## src/design/cst_pkg.sv

```systemverilog
// ============================================================================
// cst_pkg: shared types, constants and the byte judge of the comment stripper
// Holds the comment-mode codes, the character codes the lexer looks for, the
// result and bundle types, and the function that judges one byte.
// ============================================================================
`default_nettype none

package cst_pkg;

    localparam int unsigned MAX_RESULTS = 4;

    // Comment modes
    localparam logic [1:0] MODE_NONE  = 2'd0;
    localparam logic [1:0] MODE_LINE  = 2'd1;
    localparam logic [1:0] MODE_BLOCK = 2'd2;
    localparam logic [1:0] MODE_DROP  = 2'd3;

    // Characters of interest
    localparam logic [7:0] CH_NUL   = 8'h00;
    localparam logic [7:0] CH_TAB   = 8'h09;
    localparam logic [7:0] CH_LF    = 8'h0A;
    localparam logic [7:0] CH_CR    = 8'h0D;
    localparam logic [7:0] CH_SPACE = 8'h20;
    localparam logic [7:0] CH_HASH  = 8'h23;
    localparam logic [7:0] CH_STAR  = 8'h2A;
    localparam logic [7:0] CH_SLASH = 8'h2F;
    localparam logic [7:0] CH_COLON = 8'h3A;

    typedef struct packed {
        logic [7:0] ch;
        logic       start;
        logic       eos;
    } cst_res_t;

    typedef struct packed {
        logic [1:0] mode;
        logic       in_tok;
        logic       nul;
    } cst_lex_t;

    typedef struct packed {
        cst_lex_t lex;
        logic     emit;
        cst_res_t res;
    } cst_judge_t;

    // Results of one accepted beat, handed from the lexer to the output stage.
    typedef struct packed {
        logic                      push;
        logic [2:0]                count;
        cst_res_t [MAX_RESULTS-1:0] res;
    } cst_bundle_t;

    localparam cst_lex_t LEX_RESET = '{mode: MODE_NONE, in_tok: 1'b0, nul: 1'b0};

    // Judge byte c with lookahead n1, n2; a disabled judge leaves the state alone.
    function automatic cst_judge_t cst_judge(cst_lex_t st, logic en, logic [7:0] c,
                                             logic [7:0] n1, logic [7:0] n2);
        cst_judge_t r;
        logic [1:0] m;
        r      = '0;
        r.lex  = st;
        m      = st.mode;
        if (en)
        begin
            if (m == MODE_DROP)
            begin
                r.lex.mode = MODE_NONE;
            end
            else
            begin
                if (c == CH_SLASH)
                begin
                    if (n1 == CH_SLASH && n2 != CH_HASH && m == MODE_NONE)
                        m = MODE_LINE;
                    else if (n1 == CH_STAR && m == MODE_NONE)
                        m = MODE_BLOCK;
                end
                else if (c == CH_STAR)
                begin
                    if (n1 == CH_SLASH && m == MODE_BLOCK)
                        m = MODE_DROP;
                end
                else if (c == CH_LF)
                begin
                    if (m == MODE_LINE)
                        m = MODE_NONE;
                end
                r.lex.mode = m;
                if (m == MODE_NONE && !st.nul)
                begin
                    if (c == CH_NUL)
                    begin
                        r.lex.nul = 1'b1;
                    end
                    else if (c == CH_SPACE || c == CH_LF || c == CH_TAB || c == CH_CR)
                    begin
                        r.lex.in_tok = 1'b0;
                    end
                    else if (c == CH_COLON)
                    begin
                        r.emit       = 1'b1;
                        r.res        = '{ch: c, start: 1'b1, eos: 1'b0};
                        r.lex.in_tok = 1'b0;
                    end
                    else
                    begin
                        r.emit       = 1'b1;
                        r.res        = '{ch: c, start: !st.in_tok, eos: 1'b0};
                        r.lex.in_tok = 1'b1;
                    end
                end
            end
        end
        return r;
    endfunction

endpackage

`default_nettype wire

```

## src/design/cst_in_if.sv

```systemverilog
// ============================================================================
// cst_in_if: raw text channel
// Carries one text byte per beat and a flag on the final byte of the text.
// ============================================================================
`default_nettype none

interface cst_in_if;
    logic       valid;
    logic       ready;
    logic [7:0] in_char;
    logic       last_char;

    modport source (output valid, output in_char, output last_char, input ready);
    modport sink   (input valid, input in_char, input last_char, output ready);
endinterface

`default_nettype wire

```

## src/design/cst_out_if.sv

```systemverilog
// ============================================================================
// cst_out_if: token byte channel
// Carries one token byte per beat, its token-start flag and the end marker.
// ============================================================================
`default_nettype none

interface cst_out_if;
    logic       valid;
    logic       ready;
    logic [7:0] out_char;
    logic       token_start;
    logic       end_of_stream;

    modport source (output valid, output out_char, output token_start,
                    output end_of_stream, input ready);
    modport sink   (input valid, input out_char, input token_start,
                    input end_of_stream, output ready);
endinterface

`default_nettype wire

```

## src/design/cst_lexer.sv

```systemverilog
// ============================================================================
// cst_lexer: lookahead buffer, comment state and tokenizer
// Keeps two bytes of lookahead and judges at most one byte per beat; on the final
// byte it flushes the buffer and appends the end marker.
// ============================================================================
`default_nettype none

module cst_lexer (
    input  wire logic           clk,
    input  wire logic           rst_n,
    cst_in_if.sink              text,
    input  wire logic           push_ready,
    output cst_pkg::cst_bundle_t bundle
);
    import cst_pkg::*;

    logic [7:0] la0_reg, la0_next;
    logic [7:0] la1_reg, la1_next;
    logic [1:0] cnt_reg, cnt_next;
    cst_lex_t   lex_reg, lex_next;

    logic       accept;
    logic [7:0] s0, s1, s2;
    logic [2:0] en;
    cst_judge_t j0, j1, j2;
    logic [2:0] k;

    assign text.ready = push_ready;
    assign accept     = text.valid && push_ready;

    // Byte sequence to judge; anything past the end of the text reads as NUL.
    always_comb
    begin
        s0 = la0_reg;
        s1 = la1_reg;
        s2 = text.in_char;
        en = 3'b000;
        unique case (cnt_reg)
            2'd0:
            begin
                s0 = text.in_char;
                s1 = CH_NUL;
                s2 = CH_NUL;
                en = text.last_char ? 3'b001 : 3'b000;
            end
            2'd1:
            begin
                s1 = text.in_char;
                s2 = CH_NUL;
                en = text.last_char ? 3'b011 : 3'b000;
            end
            default:
            begin
                en = text.last_char ? 3'b111 : 3'b001;
            end
        endcase
    end

    assign j0 = cst_judge(lex_reg, en[0], s0, s1, s2);
    assign j1 = cst_judge(j0.lex, en[1], s1, s2, CH_NUL);
    assign j2 = cst_judge(j1.lex, en[2], s2, CH_NUL, CH_NUL);

    // Pack the emitted bytes in order, then the end marker on the final byte.
    always_comb
    begin
        bundle.res = '0;
        k          = 3'd0;
        if (j0.emit)
        begin
            bundle.res[k[1:0]] = j0.res;
            k                  = k + 3'd1;
        end
        if (j1.emit)
        begin
            bundle.res[k[1:0]] = j1.res;
            k                  = k + 3'd1;
        end
        if (j2.emit)
        begin
            bundle.res[k[1:0]] = j2.res;
            k                  = k + 3'd1;
        end
        if (text.last_char)
        begin
            bundle.res[k[1:0]] = '{ch: CH_NUL, start: 1'b0, eos: 1'b1};
            k                  = k + 3'd1;
        end
        bundle.count = k;
        bundle.push  = accept && (k != 3'd0);
    end

    always_comb
    begin
        la0_next = la0_reg;
        la1_next = la1_reg;
        cnt_next = cnt_reg;
        lex_next = lex_reg;
        if (accept)
        begin
            if (text.last_char)
            begin
                cnt_next = 2'd0;
                lex_next = LEX_RESET;
            end
            else if (cnt_reg == 2'd0)
            begin
                la0_next = text.in_char;
                cnt_next = 2'd1;
            end
            else if (cnt_reg == 2'd1)
            begin
                la1_next = text.in_char;
                cnt_next = 2'd2;
            end
            else
            begin
                la0_next = la1_reg;
                la1_next = text.in_char;
                lex_next = j0.lex;
            end
        end
    end

    always_ff @(posedge clk or negedge rst_n)
    begin
        if (!rst_n)
        begin
            cnt_reg <= 2'd0;
            lex_reg <= LEX_RESET;
        end
        else
        begin
            cnt_reg <= cnt_next;
            lex_reg <= lex_next;
        end
    end

    always_ff @(posedge clk)
    begin
        la0_reg <= la0_next;
        la1_reg <= la1_next;
    end

endmodule

`default_nettype wire

```

## src/design/cst_outq.sv

```systemverilog
// ============================================================================
// cst_outq: result register and serializer
// Holds the results of one beat and hands them out one per output beat.
// ============================================================================
`default_nettype none

module cst_outq (
    input  wire logic           clk,
    input  wire logic           rst_n,
    input  cst_pkg::cst_bundle_t bundle,
    output logic                push_ready,
    cst_out_if.source           tokens
);
    import cst_pkg::*;

    cst_res_t [MAX_RESULTS-1:0] ent_reg, ent_next;
    logic [2:0]                 rem_reg, rem_next;
    logic [1:0]                 idx_reg, idx_next;
    logic                       pop;

    assign tokens.valid         = (rem_reg != 3'd0);
    assign tokens.out_char      = ent_reg[idx_reg].ch;
    assign tokens.token_start   = ent_reg[idx_reg].start;
    assign tokens.end_of_stream = ent_reg[idx_reg].eos;

    assign pop        = tokens.valid && tokens.ready;
    // A new bundle may load as the last held result leaves.
    assign push_ready = (rem_reg == 3'd0) || (rem_reg == 3'd1 && pop);

    always_comb
    begin
        ent_next = ent_reg;
        rem_next = rem_reg;
        idx_next = idx_reg;
        if (bundle.push)
        begin
            ent_next = bundle.res;
            rem_next = bundle.count;
            idx_next = 2'd0;
        end
        else if (pop)
        begin
            rem_next = rem_reg - 3'd1;
            idx_next = idx_reg + 2'd1;
        end
    end

    always_ff @(posedge clk or negedge rst_n)
    begin
        if (!rst_n)
        begin
            rem_reg <= 3'd0;
            idx_reg <= 2'd0;
        end
        else
        begin
            rem_reg <= rem_next;
            idx_reg <= idx_next;
        end
    end

    always_ff @(posedge clk)
    begin
        ent_reg <= ent_next;
    end

endmodule

`default_nettype wire

```

## src/design/comment_strip_tokenizer.sv

```systemverilog
// ============================================================================
// comment_strip_tokenizer: comment-stripping lexer, top level
//
//   channel   role   beat payload
//   text      sink   in_char, last_char
//   tokens    source out_char, token_start, end_of_stream
//
// One text byte is taken per cycle while the result register has room;
// each byte yields at most one token byte, two bytes behind the input
// because of the lookahead buffer. The final byte yields up to four beats
// (flushed bytes plus the end marker), which the result register hands out
// one per output beat; text.ready is low until the last of them leaves.
// Reset clears the comment state, the lookahead count and the result count.
// A stall on tokens holds text.ready low once the result register is full.
// ============================================================================
`default_nettype none

module comment_strip_tokenizer (
    input  wire logic   clk,
    input  wire logic   rst_n,
    cst_in_if.sink      text,
    cst_out_if.source   tokens
);
    import cst_pkg::*;

    cst_bundle_t bundle;
    logic        push_ready;

    cst_lexer u_lexer (
        .clk        (clk),
        .rst_n      (rst_n),
        .text       (text),
        .push_ready (push_ready),
        .bundle     (bundle)
    );

    cst_outq u_outq (
        .clk        (clk),
        .rst_n      (rst_n),
        .bundle     (bundle),
        .push_ready (push_ready),
        .tokens     (tokens)
    );

endmodule

`default_nettype wire

```

## src/flat_wrapper.sv

```systemverilog
// flat-port wrapper written by rule: the top's interface ports become plain ports
module comment_strip_tokenizer_flat import cst_pkg::*;
  (clk, rst_n, text_valid, text_in_char, text_last_char, text_ready, tokens_valid, tokens_out_char, tokens_token_start, tokens_end_of_stream, tokens_ready);
  cst_in_if text_i ();
  cst_out_if tokens_i ();
  input  wire logic clk;
  input  wire logic rst_n;
  input wire logic [$bits(text_i.valid)-1:0] text_valid;
  input wire logic [$bits(text_i.in_char)-1:0] text_in_char;
  input wire logic [$bits(text_i.last_char)-1:0] text_last_char;
  output wire logic [$bits(text_i.ready)-1:0] text_ready;
  output wire logic [$bits(tokens_i.valid)-1:0] tokens_valid;
  output wire logic [$bits(tokens_i.out_char)-1:0] tokens_out_char;
  output wire logic [$bits(tokens_i.token_start)-1:0] tokens_token_start;
  output wire logic [$bits(tokens_i.end_of_stream)-1:0] tokens_end_of_stream;
  input wire logic [$bits(tokens_i.ready)-1:0] tokens_ready;
  assign text_i.valid = text_valid;
  assign text_i.in_char = text_in_char;
  assign text_i.last_char = text_last_char;
  assign text_ready = text_i.ready;
  assign tokens_valid = tokens_i.valid;
  assign tokens_out_char = tokens_i.out_char;
  assign tokens_token_start = tokens_i.token_start;
  assign tokens_end_of_stream = tokens_i.end_of_stream;
  assign tokens_i.ready = tokens_ready;
  comment_strip_tokenizer u_core (.clk(clk), .rst_n(rst_n), .text(text_i), .tokens(tokens_i));
endmodule
```

## config.mk

```make
export PLATFORM = sky130hd
export DESIGN_NAME = comment_strip_tokenizer_flat
export DESIGN_NICKNAME = d
export VERILOG_FILES = /design/src/design/cst_pkg.sv /design/src/design/cst_in_if.sv /design/src/design/cst_out_if.sv /design/src/design/cst_lexer.sv /design/src/design/cst_outq.sv /design/src/design/comment_strip_tokenizer.sv /design/src/flat_wrapper.sv
export SDC_FILE = /design/constraint.sdc
export NUM_CORES = 1
export LEC_CHECK = 0
export BUFFER_PORTS_ARGS = -buffer_cell sky130_fd_sc_hd__buf_4
export CAP_MARGIN = 20
export CORE_UTILIZATION = 67
export DETAILED_ROUTE_END_ITERATION = 6
export HOLD_SLACK_MARGIN = 0.12
export PLACE_DENSITY = 0.86
export SLEW_MARGIN = 20
export SYNTH_ARGS = -nofsm -noshare
export SYNTH_HDL_FRONTEND = slang
export SYNTH_SLANG_ARGS = --single-unit
```

## constraint.sdc

```tcl
create_clock -name clk -period 13.71 [get_ports clk]
set_clock_uncertainty 0.05 [all_clocks]
set_input_delay 2.742 -clock clk [delete_from_list [all_inputs] [get_ports clk]]
set_output_delay 2.742 -clock clk [all_outputs]
set_load 0.02 [all_outputs]
```

==> metrics.cfg <==
[logic_synthesis]
yosysMostFrequentCell=nand2_1
synth.cells.most_frequent=nand2_1, edfxtp_1, nor2_1
synth_cell_types=88
synth_edf_count=56
ys.flop_type=edfxtp_1
synthXorXnorAreaFrac=0.00951
synth_mux_area_frac=0.0630
synth_top_area_frac=0.365
synth.area.top_cells=edfxtp_1, dfrtp_1, nand2_1
async_flop_share=0.164
synth_top_area_cell=edfxtp_1
syn_area_um2=4610
yosys_warnings=0
netlist_instances=455
synth-compound-area-share=0.208
synth_nets=477
yosys.area_share.simple=0.220
ys_seq_elements=67
avgSynthCellArea_um2=10.1
synth_top_family_by_area=simple AND/OR/NAND/NOR gates
synthAdderAreaFrac=0.0244
yosysSeqAreaShare=0.425

[clock_network]
post_cts_resized=0
cts.clk_slew.worst_paths_ps=70
cts_sinks=67
root_buffer=clkbuf_8
cts_buffers=9
clk_path_buf_depth=2
clkLatencyLatePin_ps=350
cts_tree=done
cts_setup_buffers=0
hold_buffers=0
htree_levels=3

[route]
wl_um=10900
routed_via_density=6.89
vias=3715
drc=2
first_pass_iters=7
ant_nets=0
wl_per_cell_um=20.2
drt_iter0_drc=415

[final_layout]
regArea_um2=1960
syn2layout_area_growth_pct=7.50
fillers=443
nets=479
final_core_util=0.762
antenna_cells=0
largest_reg_flops=40
multi_input_area_um2=2420
layout-drive-gt1-share=0.188

[timing]
finalCriticalPeriod_ps=7090
max_freq_ghz=0.141
period_share=0.517
maxSlewViolCount=0
grt_setup_unrepaired=no
fin_setup_tns_ps=0
tightest_slew_ps=952
maxSlewHeadroom=0.365
setup_viol=0
hold_violations=0

[floorplanning]
die_h_um=84.9
die-width_um=84.9
coreArea_um2=6490
initial_core_util=0.709
die_area_um2=7210
rows=29
io_pins=25

[grt]
grt_use_met1=0.448
grt-busiest-layer=met2
grt_use_met2=0.520
met3_usage=0.0496
grt-ovfl-total=0
grt_pass1_wl_um=18000
antenna_found_initial=0
grt_usage=0.324
grt_pass1_vias=3477
grt_max_degree=68

[pwr]
intPower_mw=0.589
p_leak_nw=1.76
seqPwrFrac=0.313
vdd_drop_max_mv=0.129
clockPowerShare=0.181
swShare=0.430
p_switching_mw=0.444
power_density_nw_per_um2=209
comb_power_share=0.506
finalPower_mw=1.03

[worst_setup_path]
crit_type=in2reg
reg2reg_slack_ps=7690
cp-end-kind=register
worstPathRequired_ps=13650
cp.arrival_ps=7030
worstPathMaxFanout=44
start_kind=input port

[placed_design]
port_buffers=24
hpwl_um=7720
place_congestion=0.971

[run_status]
status=finished, violations left
violations=DRC

[min_path]
hold_class=reg2reg

[flow_run]
cap_violations=0

==> final timing paths <==
| kind | cells past startpoint | endpoint | startpoint |
|---|---|---|---|
| max reg2reg | 15 | u_core.u_outq.ent_reg[7] | u_core.u_lexer.cnt_reg[1] |
| min in group asynchronous | 1 | u_core.u_outq.idx_reg[1] | rst_n |
| max in group asynchronous | 1 | u_core.u_lexer.cnt_reg[1] | rst_n |
| min | 2 | u_core.u_lexer.lex_reg[1] | u_core.u_lexer.lex_reg[1] |
| min reg2reg | 2 | u_core.u_lexer.lex_reg[1] | u_core.u_lexer.lex_reg[1] |
| max | 15 | u_core.u_outq.ent_reg[7] | text_in_char[6] |
==> cell type report <==
cell class	instances	share of cell area
clock buffers	9	0.0250
flip-flops and latches	67	0.396
clock inverters	7	0.0202
well taps	77	0.0195
multi-input cells	339	0.489
inverters	13	0.00986
repair buffers	27	0.0409
==> cell families after synthesis <==
family	count (synthesis)
and+or+nand+nor	185
AOI/OAI and AO/OA	124
DFF	67
buffers and inverters	49
muxes	16
adders and majority gates	9
xor gates and xnor gates	5
==> power groups by stage <==
stage               clock [mW]  combinational (mW)  sequential [mW]
floorplan                    0               0.410            0.307
global placement             0               0.497            0.323
detailed placement           0               0.515            0.328
CTS                      0.187               0.519            0.324
global route             0.196               0.568            0.329
finish                   0.187               0.523            0.323
==> per-layer routing <==
layer	vias up	part of all wire
li1	1743	-
met1	1740	0.41
met2	196	0.48
met3	36	0.083
met4	0	0.027
met5	-	0
==> cells in the final DEF (no fill, tap or decap), types with 4 or more instances in the layout <==
| cell type | synthesis | routed |
|---|---|---|
| nand3b_1 | 4 | 4 |
| nand4_1 | 4 | 4 |
| a31oi_1 | 7 | 7 |
| mux2i_1 | 4 | 4 |
| buf_4 | 0 | 27 |
| inv_1 | 13 | 13 |
| clkbuf_8 | 0 | 9 |
| and2_1 | 11 | 11 |
| nor3_1 | 8 | 7 |
| o211a_1 | 5 | 5 |
| a32oi_1 | 8 | 8 |
| nor3b_1 | 8 | 8 |
| a211oi_1 | 17 | 17 |
| o21ai_0 | 20 | 20 |
| nand3_1 | 7 | 7 |
| edfxtp_1 | 56 | 56 |
| o22ai_1 | 7 | 7 |
| mux4_2 | 10 | 10 |
| nor2b_1 | 4 | 4 |
| or3_1 | 5 | 5 |
| nor2_1 | 32 | 32 |
| dfrtp_1 | 11 | 10 |
| a21oi_1 | 17 | 17 |
| ha_1 | 9 | 9 |
| nand2_1 | 67 | 67 |
==> critical path, cell delays in order <==
cell	delay (ps)
buf_4	140
nor2_1	340
o21ai_2	200
or3_4	450
a31oi_4	270
mux2i_2	180
o31a_1	370
nand4b_2	170
inv_1	60
ha_1	400
xnor2_1	340
ha_1	480
nand3_1	120
mux2i_1	260
a21o_4	480
==> through the flow <==
step	cell area (um^2)	hold WS, ps	worst slack, ps	instances
after floorplan	4610	484	6940	455
after global placement	4720	527	6520	523
after detailed placement	4730	542	6320	523
after CTS	4950	565	6650	539
after global routing	4950	597	6260	539
final	4950	566	6620	539
No activity file was read; power rests on OpenSTA's default activity.
